### config.mk
export PLATFORM = sky130hd
export DESIGN_NAME = tss_cell
export DESIGN_NICKNAME = d
export VERILOG_FILES = /design/src/hdl/tss_pkg.sv /design/src/hdl/tss_cell.sv
export SDC_FILE = /design/constraint.sdc
export NUM_CORES = 1
export LEC_CHECK = 0
export ABC_AREA = 1
export BUFFER_PORTS_ARGS = -buffer_cell sky130_fd_sc_hd__buf_2
export CELL_PAD_IN_SITES_DETAIL_PLACEMENT = 0
export CELL_PAD_IN_SITES_GLOBAL_PLACEMENT = 1
export CORE_MARGIN = 5
export CORE_UTILIZATION = 28
export CTS_CLUSTER_SIZE = 16
export DETAILED_ROUTE_END_ITERATION = 12
export PLACE_DENSITY = 0.94
export SETUP_SLACK_MARGIN = 0.1
export SLEW_MARGIN = 25
export SYNTH_ARGS = -nofsm -noshare
export SYNTH_HDL_FRONTEND = slang
export SYNTH_SLANG_ARGS = --single-unit
### constraint.sdc
create_clock -name clk -period 1.4 [get_ports clk]
set_input_delay 0.07 -clock clk [delete_from_list [all_inputs] [get_ports clk]]
set_output_delay 0.07 -clock clk [all_outputs]
set_load 0.02 [all_outputs]
### src/hdl/tss_pkg.sv
// ----------------------------------------------------------------------------
// Tag stack package
// Shared types, codes and the group membership test for the tag stack.
// ----------------------------------------------------------------------------
package tss_pkg;

  typedef enum logic [2:0] {
    REQ_PUSH        = 3'd0,
    REQ_POP         = 3'd1,
    REQ_TEST        = 3'd2,
    REQ_COUNT_ALL   = 3'd3,
    REQ_COUNT_BELOW = 3'd4,
    REQ_REMOVE      = 3'd5,
    REQ_PEEK        = 3'd6
  } req_t;

  typedef enum logic [1:0] {
    ST_OK        = 2'd0,
    ST_UNDERFLOW = 2'd1,
    ST_OVERFLOW  = 2'd2,
    ST_NOT_FOUND = 2'd3
  } status_t;

  typedef enum logic [1:0] {
    OP_HOLD  = 2'd0,
    OP_PUSH  = 2'd1,
    OP_POP   = 2'd2,
    OP_CLOSE = 2'd3
  } cell_op_t;

  typedef struct packed {
    cell_op_t op;
    logic     below_gap;
  } cell_cmd_t;

  typedef enum logic [2:0] {
    S_IDLE = 3'd0,
    S_EXEC = 3'd1,
    S_CMP  = 3'd2,
    S_SCAN = 3'd3,
    S_FIN  = 3'd4
  } state_t;

  localparam int CFG_W = 16;

  localparam logic [1:0] CFG_GROUP_A = 2'd0;
  localparam logic [1:0] CFG_GROUP_B = 2'd1;
  localparam logic [1:0] CFG_GROUP_C = 2'd2;
  localparam logic [1:0] CFG_GROUP_D = 2'd3;

  typedef struct packed {
    logic [CFG_W-1:0] a;
    logic [CFG_W-1:0] b;
    logic [CFG_W-1:0] c;
    logic [CFG_W-1:0] d;
  } group_set_t;

  function automatic logic in_group(logic [31:0] tag, group_set_t g);
    in_group = (tag != 32'd0) &&
               (tag == 32'(g.a) || tag == 32'(g.b) ||
                tag == 32'(g.c) || tag == 32'(g.d));
  endfunction

endpackage

### src/hdl/tss_cell.sv
// ----------------------------------------------------------------------------
// Tag stack cell
// One stack entry. It shifts toward or away from the top with its neighbors
// and registers its own key match and group membership every cycle.
// ----------------------------------------------------------------------------
module tss_cell #(
  parameter int TAG_BITS = 16
) (
  input  logic                  clk,
  input  tss_pkg::cell_cmd_t    cmd,
  input  logic [TAG_BITS-1:0]   up_tag,
  input  logic [TAG_BITS-1:0]   dn_tag,
  input  logic [TAG_BITS-1:0]   key,
  input  tss_pkg::group_set_t   gset,
  output logic [TAG_BITS-1:0]   entry,
  output logic                  match,
  output logic                  member
);
  import tss_pkg::*;

  always_ff @(posedge clk) begin
    unique case (cmd.op)
      OP_PUSH: entry <= up_tag;
      OP_POP, OP_CLOSE: begin
        if (cmd.below_gap) begin
          entry <= dn_tag;
        end
      end
      default: entry <= entry;
    endcase
    match  <= (entry == key);
    member <= in_group(32'(entry), gset);
  end

endmodule

==> results.yml, run 1 <==
run_status:
  status: "finished with violations"
  violations: "negative setup slack"
timing:
  setup_viol: 1
  finalHoldViolCount: 0
  clock_skew_ns: 0.00281
  period_share: 1.00
  slew_headroom: 0.703
  layout_min_cycle_time_ns: 1.40
  tightest_slew_ns: 0.446
  fmax_ghz: 0.713
  rsz0062_at_grt: "true"
  setup_tns_ns: -0.00176
  fin_ws_ns: -0.00176
  report.final.slew_viol_count: 0
worst_setup_path:
  reg2reg_from: "entry[7]"
  path_buf_inv: 0
  regToRegSetupSlack_ns: -0.002
  path_max_fanout: 7
  worstPathRequired_ns: 1.60
  end_kind: "flip-flop"
  crit_family: "simple AND/OR/NAND/NOR gates"
  crit_type: "reg -> reg"
  cp-start-kind: "flip-flop"
  worstPathCellList: "xor2_1, nor2_1, nand2_1, nor2_2, nand2_1, nand2_1, nor2_1, nor2_1"
  r2r-end: "member"
  critPathSlowestCell: "edfxtp_1"
  cpPeakStageDelay_ns: 0.52
  arrival_ns: 1.60
  reg2regPathDepth: 8
synth:
  synth-edff-count: 16
  synth_warnings: 0
  syn_inst: 384
  yosys.area.top_type: "nand2_1"
  synth_top_area_frac: 0.324
  synthesis.nets: 500
  ys.flop_type: "edfxtp_1"
  ys_top_cells_by_area: "nand2_1 (32%), edfxtp_1 (22%), inv_1 (9.4%)"
  yosysSeqAreaShare: 0.238
  avgSynthCellArea_um2: 5.70
  synth_cell_type_count: 18
  synth_most_common_cell: "nand2_1"
  ys_async_sr_fraction: 0
  synthesis.area_um2: 2190
  yosys-top-cells-count: "nand2_1 (189), inv_1 (55), nor2_1 (43), xor2_1 (19), mux2_2 (17)"
  synth-seq-cells: 18
grt:
  antenna_found_initial: 0
  grt_pass1_wl_um: 11400
  grtUsageTotal: 0.145
  grt_start_max_net_pins: 17
  overflow: 0
  grt_pass1_vias: 2484
clocking:
  cts_root_buffer: "clkbuf_8"
  cts_sinks: 18
  path_clk_slew_ns: 0.07
  cts-htree-levels: 1
  clock_latency_ns: 0.26
  clock_path_buffers: 2
  cts_tree: "yes"
  numCtsBuffers: 3
detailed_routing:
  vias_per_cell: 4.16
  drt-initial-drc-count: 51
  drc: 0
  vias: 2639
  drt_pass1_iterations: 4
  wire_per_inst_um: 11.6
  ant_nets: 0
  wirelength_um: 7390
hold_path:
  hold_path_depth: 2
  hold_class: "in -> reg"
  min_from: "dn_tag[12]"
  hold_end: "entry[12]"
die:
  dieHeight_um: 98.4
  std_cell_rows: 32
  start_util: 0.285
  die_x_um: 98.4
  die_area_um2: 9680
  num_io_pins: 134
  coreArea_um2: 7690
place:
  routabilityCongestion: 0.887
  dpl-instance-area_um2: 2960
  pre_cts_ws_ns: -0.0630
  io_buffers: 133
  dp_hpwl_um: 6320
finish:
  finish.utilization: 0.410
  n_antenna_cell: 0
  nets: 649
  area_growth_pct: 44.1
  layout-drive-gt1-share: 0.378
  final_area_um2: 3150
power_and_ir_drop:
  p_per_area_nw_per_um2: 701
  leakagePower_nw: 1.94
  peakVddDrop_mv: 0.405
job:
  maxCapViolCount: 0
[registers in the layout, summed over array words and instances (netlist names)]
| name | flops |
|---|---|
| entry | 16 |
| match | 1 |
| member | 1 |
[through the flow]
step	power, mW	hold WS (ns)	cells
after floorplan	1.34	0.290	384
after global placement	1.69	0.370	615
after detailed placement	1.70	0.376	615
after CTS	2.17	0.103	619
after global routing	2.40	0.0995	634
final	2.21	0.111	634
[layout make-up]
class	count	area, um^2
fill	826	4540
multi-input combinational	288	1380
timing repair buffer	151	801
sequential	18	520
inverter	71	267
tap	102	128
clock buffer	4	55.1
[cells by family (layout without fill, tap and decap cells)]
| family | count (synthesis) | count (layout) | share of synthesized area |
|---|---|---|---|
| and+or+nand+nor | 249 | 249 | 0.445 |
| xor gates and xnor gates | 22 | 22 | 0.0881 |
| DFF | 18 | 18 | 0.238 |
| muxes | 17 | 17 | 0.0875 |
| buffers and inverters | 78 | 226 | 0.141 |
[worst register-to-register path: stages, from the launching register on]
cell and delay (ns):
edfxtp_1 0.52, xor2_1 0.21, nor2_1 0.13, nand2_1 0.11, nor2_2 0.13, nand2_1 0.06, nand2_1 0.06, nor2_1 0.04
nor2_1 0.08
[metal layers]
layer / vias up / wire length (um) / track usage
met4: 0 / 77 / 0.0284
li1: 1428 / - / -
met2: 86 / 3580 / 0.256
met1: 1118 / 3270 / 0.187
met5: - / 0 / 0
met3: 7 / 458 / 0.0221
[worst max path at each step]
stage | startpoint | endpoint | slack, ns | cells after the start
after detailed placement | entry[6] | match | -0.06 | 6
after global routing | entry[8] | member | -0.13 | 10
after global placement | entry[6] | match | -0.03 | 6
after floorplan | entry[2] | member | 0.12 | 11
final | entry[7] | member | -0.002 | 8
after CTS | entry[7] | member | -0.02 | 8
[layout by cell type (no fill, tap or decap), drive strengths merged]
cell type,count
nand4,5
buf,151
inv,71
or2,3
nand3,1
nor4,3
dfxtp,2
nor3,2
mux2,17
clkbuf,4
nand2,190
nor2,45
xnor2,3
edfxtp,16
xor2,19
[what timing repair did]
item,4_1_cts,5_1_grt
setup buffers,0,15
pin swaps,0,3
setup endpoints to repair,2,2
cloned,0,0
gates resized for setup,4,3
hold buffers,0,0
[report_power, final]
group / internal (mW) / leakage (nW) / switching [mW]
registers: 0.657 / 0.173 / 0.112
clock network: 0.250 / 0.0288 / 0.190
logic: 0.461 / 1.74 / 0.538
total: 1.37 / 1.94 / 0.841
No activity file was read; power rests on OpenSTA's default activity.
==> run 2, diff against run 1 <==
--- a/config.mk
+++ b/config.mk
@@ -14,6 +14,7 @@
 export CTS_CLUSTER_SIZE = 16
 export DETAILED_ROUTE_END_ITERATION = 12
 export PLACE_DENSITY = 0.94
+export REMOVE_ABC_BUFFERS = 1
 export SETUP_SLACK_MARGIN = 0.1
 export SLEW_MARGIN = 25
 export SYNTH_ARGS = -nofsm -noshare
==> run 2 against run 1 <==
  * The run now ends clean
  * Via count increased by 0.23%
  * Total power is 0.15% higher
  * Global-route usage rose by 0.23 points
  * Non-clock buffer count unchanged
  * Sequential share of layout area hardly changed
  * Combinational power about the same
  * Clock power up 0.9%
  * Count of clock-buffer cells in the layout unchanged
  * First-iteration DRC count fell by 25%
  * Critical endpoint is now match
  * Largest cell class unchanged
  * Largest power group unchanged
==> results.yml, run 2 (synthesized netlist as in run 1, its figures left out) <==
timing:
  hold_ws_ns: 0.106
  period_share: 0.973
  slew_headroom: 0.712
  report.final.slew_viol_count: 0
  fin_ws_ns: 0.0381
  tightest_slew_ns: 0.432
  rsz0062_at_grt: "true"
  finalHoldViolCount: 0
  fmax_ghz: 0.734
  setup_viol: 0
  layout_min_cycle_time_ns: 1.36
  setup_tns_ns: 0
  clock_skew_ns: 0.00365
worst_setup_path:
  arrival_ns: 1.57
  regToRegSetupSlack_ns: 0.04
  cp-start-kind: "flip-flop"
  crit_type: "reg -> reg"
  path_max_fanout: 7
  end_kind: "flip-flop"
  cpPeakStageDelay_ns: 0.52
  reg2reg_from: "entry[2]"
  worstPathRequired_ns: 1.60
  reg2regPathDepth: 5
  worstPathCellList: "buf_4, xor2_1, nor3_2, nand2_1, nor2_1"
  crit_family: "flip-flops"
  path_buf_inv: 1
  r2r-end: "match"
  crit_start: "entry[2]"
  critPathSlowestCell: "edfxtp_1"
finish:
  top_regs: "entry (16), match (1), member (1)"
  mostFrequentLayoutCell: "nand2_1"
  top_register: "entry"
  final_cell_mix: "nand2_1 (189), buf_2 (133), inv_1 (55), nor2_1 (38), xor2_1 (19)"
  stdcell_count: 634
  area_growth_pct: 44.1
  layout-drive-gt1-share: 0.378
  largest_reg_flops: 16
  finish.utilization: 0.410
  nets: 649
  n_antenna_cell: 0
  fillCellCount: 881
  final_area_um2: 3150
die:
  dieHeight_um: 98.4
  die_area_um2: 9680
  die_x_um: 98.4
  start_util: 0.285
  coreArea_um2: 7690
  std_cell_rows: 32
  num_io_pins: 134
detailed_routing:
  drc: 0
  drt-initial-drc-count: 38
  vias_per_cell: 4.17
  wire_per_inst_um: 11.4
  wirelength_um: 7250
  ant_nets: 0
  vias: 2645
  drt_pass1_iterations: 4
clocking:
  cts_sinks: 18
  clock_path_buffers: 2
  cts_tree: "yes"
  cts_root_buffer: "clkbuf_8"
  clock_latency_ns: 0.26
  numCtsBuffers: 3
  path_clk_slew_ns: 0.07
  cts-htree-levels: 1
place:
  pre_cts_ws_ns: -0.0426
  routabilityCongestion: 0.853
  dpl-instance-area_um2: 3000
  io_buffers: 133
  dp_hpwl_um: 6210
  placed_cells: 620
power_and_ir_drop:
  p_sw_frac: 0.381
  pwr-share-comb: 0.456
  p_total_mw: 2.21
  clockPowerShare: 0.201
  peakVddDrop_mv: 0.498
  p_per_area_nw_per_um2: 702
  internal-power_mw: 1.37
  leakagePower_nw: 1.94
  p_switching_mw: 0.843
  p_seq_frac: 0.342
grt:
  grt_pass1_vias: 2685
  overflow: 0
  grt_pass1_wl_um: 11700
  grt_start_max_net_pins: 17
  antenna_found_initial: 0
  grtUsageTotal: 0.147
hold_path:
  min_from: "up_tag[11]"
  hold_class: "in -> reg"
  hold_end: "entry[11]"
  hold_path_depth: 2
run_status:
  status: "finished, final reports clean"
job:
  maxCapViolCount: 0
==> run 2: worst reg2reg max path: cells and delay by family, from the launching register on <==
kind                      cells  cell delay [ns]
DFF                           1             0.52
buffers and inverters         1             0.20
and+or+nand+nor               3             0.43
xor gates and xnor gates      1             0.16
==> run 2: layer usage <==
layer  GRT usage  up-vias  part of all wire
li1            -     1429                 -
met1       0.170     1122              0.43
met2       0.268       87              0.49
met3      0.0386        7             0.077
met4      0.0378        0             0.011
met5           0        -                 0
==> run 2: how the worst max path moves through the flow <==
stage / end / slack (ns) / cells after the start
after floorplan: member / 0.16 / 8
after global placement: match / -0.06 / 6
after detailed placement: match / -0.04 / 6
after CTS: member / 0.02 / 8
after global routing: member / -0.09 / 9
final: match / 0.04 / 5
==> run 2: area by class of cell <==
| class | instances | area, um^2 | share of cell area |
|---|---|---|---|
| clock buffer | 4 | 55.1 | 0.0175 |
| inverter | 71 | 267 | 0.0846 |
| multi-input combinational | 288 | 1380 | 0.438 |
| sequential | 18 | 520 | 0.165 |
| tap | 102 | 128 | 0.0405 |
| timing repair buffer | 151 | 801 | 0.254 |
==> run 2: power groups by stage <==
| stage | Sequential (mW) | Clock, mW | Combinational [mW] |
|---|---|---|---|
| 6_report | 0.758 | 0.445 | 1.01 |
| 4_1_cts | 0.766 | 0.458 | 0.984 |
| 5_1_grt | 0.771 | 0.488 | 1.15 |
| 3_5_place_dp | 0.789 | 0 | 0.941 |
| 3_3_place_gp | 0.784 | 0 | 0.929 |
| 2_1_floorplan | 0.833 | 0 | 0.480 |
==> run 2: timing repair <==
| action | 4_1_cts | 5_1_grt |
|---|---|---|
| pin swaps | 2 | 7 |
| setup buffers | 4 | 6 |
| endpoints found under the setup margin | 2 | 2 |
| gates resized for setup | 5 | 2 |
| hold buffers | 0 | 0 |
| endpoints found under the hold margin | 0 | 0 |
==> run 3, diff against run 2 <==
==> constraint.sdc (replaced) <==
create_clock -name clk -period 1.56 [get_ports clk]
set_input_delay 0.078 -clock clk [delete_from_list [all_inputs] [get_ports clk]]
set_output_delay 0.078 -clock clk [all_outputs]
set_load 0.02 [all_outputs]
==> run 3 against run 2 <==
  * Sequential share of layout area increased by 0.15 points
  * Maximum frequency decreased by 1.1%
  * Worst setup slack improved by 0.14 ns
  * Largest cell class unchanged
  * Largest power group unchanged
  * Worst hold slack improved by 0.014 ns
  * Critical path depth unchanged
  * Critical path type unchanged
==> results.yml, run 3 (synthesized netlist as in run 1, its figures left out) <==
run_status:
  status: "finished, final reports clean"
timing:
  clock_skew_ns: 0.000768
  report.final.slew_viol_count: 0
  layout_min_cycle_time_ns: 1.38
  setup_viol: 0
  tightest_slew_ns: 0.417
  finalHoldViolCount: 0
  fmax_ghz: 0.726
  slew_headroom: 0.722
  setup_tns_ns: 0
  period_share: 0.883
  rsz0062_at_grt: "true"
  hold_ws_ns: 0.120
grt:
  grt_start_max_net_pins: 17
  antenna_found_initial: 0
  overflow: 0
  grt_pass1_wl_um: 11100
  grt_pass1_vias: 2499
  grtUsageTotal: 0.140
finish:
  largest_reg_flops: 16
  top_register: "entry"
  area_growth_pct: 42.7
  stdcell_count: 630
  final_area_um2: 3120
  nets: 645
  n_antenna_cell: 0
  final_cell_mix: "nand2_1 (188), buf_2 (133), inv_1 (55), nor2_1 (39), xor2_1 (19)"
  layout-drive-gt1-share: 0.373
  top_regs: "entry (16), match (1), member (1)"
  mostFrequentLayoutCell: "nand2_1"
detailed_routing:
  vias: 2644
  drt-initial-drc-count: 24
  drc: 0
  ant_nets: 0
  wire_per_inst_um: 11.6
  wirelength_um: 7300
  drt_pass1_iterations: 4
  vias_per_cell: 4.20
power_and_ir_drop:
  p_per_area_nw_per_um2: 631
  p_total_mw: 1.97
  leakagePower_nw: 1.92
  peakVddDrop_mv: 0.384
worst_setup_path:
  arrival_ns: 1.52
  crit_type: "reg -> reg"
  cp-start-kind: "flip-flop"
  worstPathRequired_ns: 1.71
  path_max_fanout: 7
  end_kind: "flip-flop"
die:
  die_area_um2: 9680
  coreArea_um2: 7690
  std_cell_rows: 32
  die_x_um: 98.4
  num_io_pins: 134
  dieHeight_um: 98.4
  start_util: 0.285
clocking:
  numCtsBuffers: 3
  cts_root_buffer: "clkbuf_8"
  clock_latency_ns: 0.26
  path_clk_slew_ns: 0.07
  cts_sinks: 18
  clock_path_buffers: 2
  cts_tree: "yes"
  cts-htree-levels: 1
place:
  routabilityCongestion: 0.884
  placed_cells: 615
  io_buffers: 133
  dpl-instance-area_um2: 2960
  dp_hpwl_um: 6260
hold_path:
  hold_class: "in -> reg"
job:
  maxCapViolCount: 0
[run 3: changes by cell type in the layout (fill, tap and decap cells not counted)]
cell / previous run / this run
nor2_1: 38 / 39
nand3_2: 1 / 0
nand2_2: 1 / 2
nand3_1: 0 / 1
nand2_1: 189 / 188
nor2_2: 7 / 6
nor4_2: 0 / 1
nor4_1: 3 / 2
buf_4: 18 / 14
[run 3: where the power goes]
group / internal [mW] / leakage (nW) / total, mW / switching, mW
logic: 0.401 / 1.72 / 0.885 / 0.484
registers: 0.589 / 0.173 / 0.688 / 0.0987
clock network: 0.225 / 0.0288 / 0.396 / 0.172
total: 1.22 / 1.92 / 1.97 / 0.754
[run 3: routing by layer]
layer  part of all wire  track usage  vias up
li1                   -            -     1418
met1               0.41        0.169     1119
met2               0.49        0.248       99
met3              0.089       0.0393        8
met4              0.012       0.0305        0
met5                  0            0        -
[run 3: through the flow]
step	utilization	setup slack (ns)
6_report	0.406	0.182
5_1_grt	0.406	0.0336
4_1_cts	0.392	0.103
3_5_place_dp	0.385	0.119
3_3_place_gp	0.385	0.129
2_1_floorplan	-	0.321
[run 3: final cells by class]
cell class	count	area, um^2
inverters	71	267
fillers	858	4570
repair buffers	147	771
multi-input cells	288	1380
well taps	102	128
flip-flops and latches	18	520
clock buffers	4	55.1
[run 3: final timing paths]
kind	start	end	slack, ns	cells after the start
min reg2reg	entry[11]	member	0.77	4
min	dn_tag[1]	entry[1]	0.12	2
max reg2reg	entry[6]	member	0.18	5
max	entry[6]	member	0.18	5
[run 3: worst max-delay path, cell delays in order (launching register included)]
cell	delay (ns)
edfxtp_1	0.50
inv_2	0.16
buf_4	0.12
nand4_1	0.11
nor4_1	0.30
nor2_1	0.08
[run 3: timing repair]
item | 4_1_cts | 5_1_grt
resized for setup | 0 | 7
endpoints found under the setup margin | 0 | 2
hold buffers | 0 | 0
buffers inserted | 0 | 11
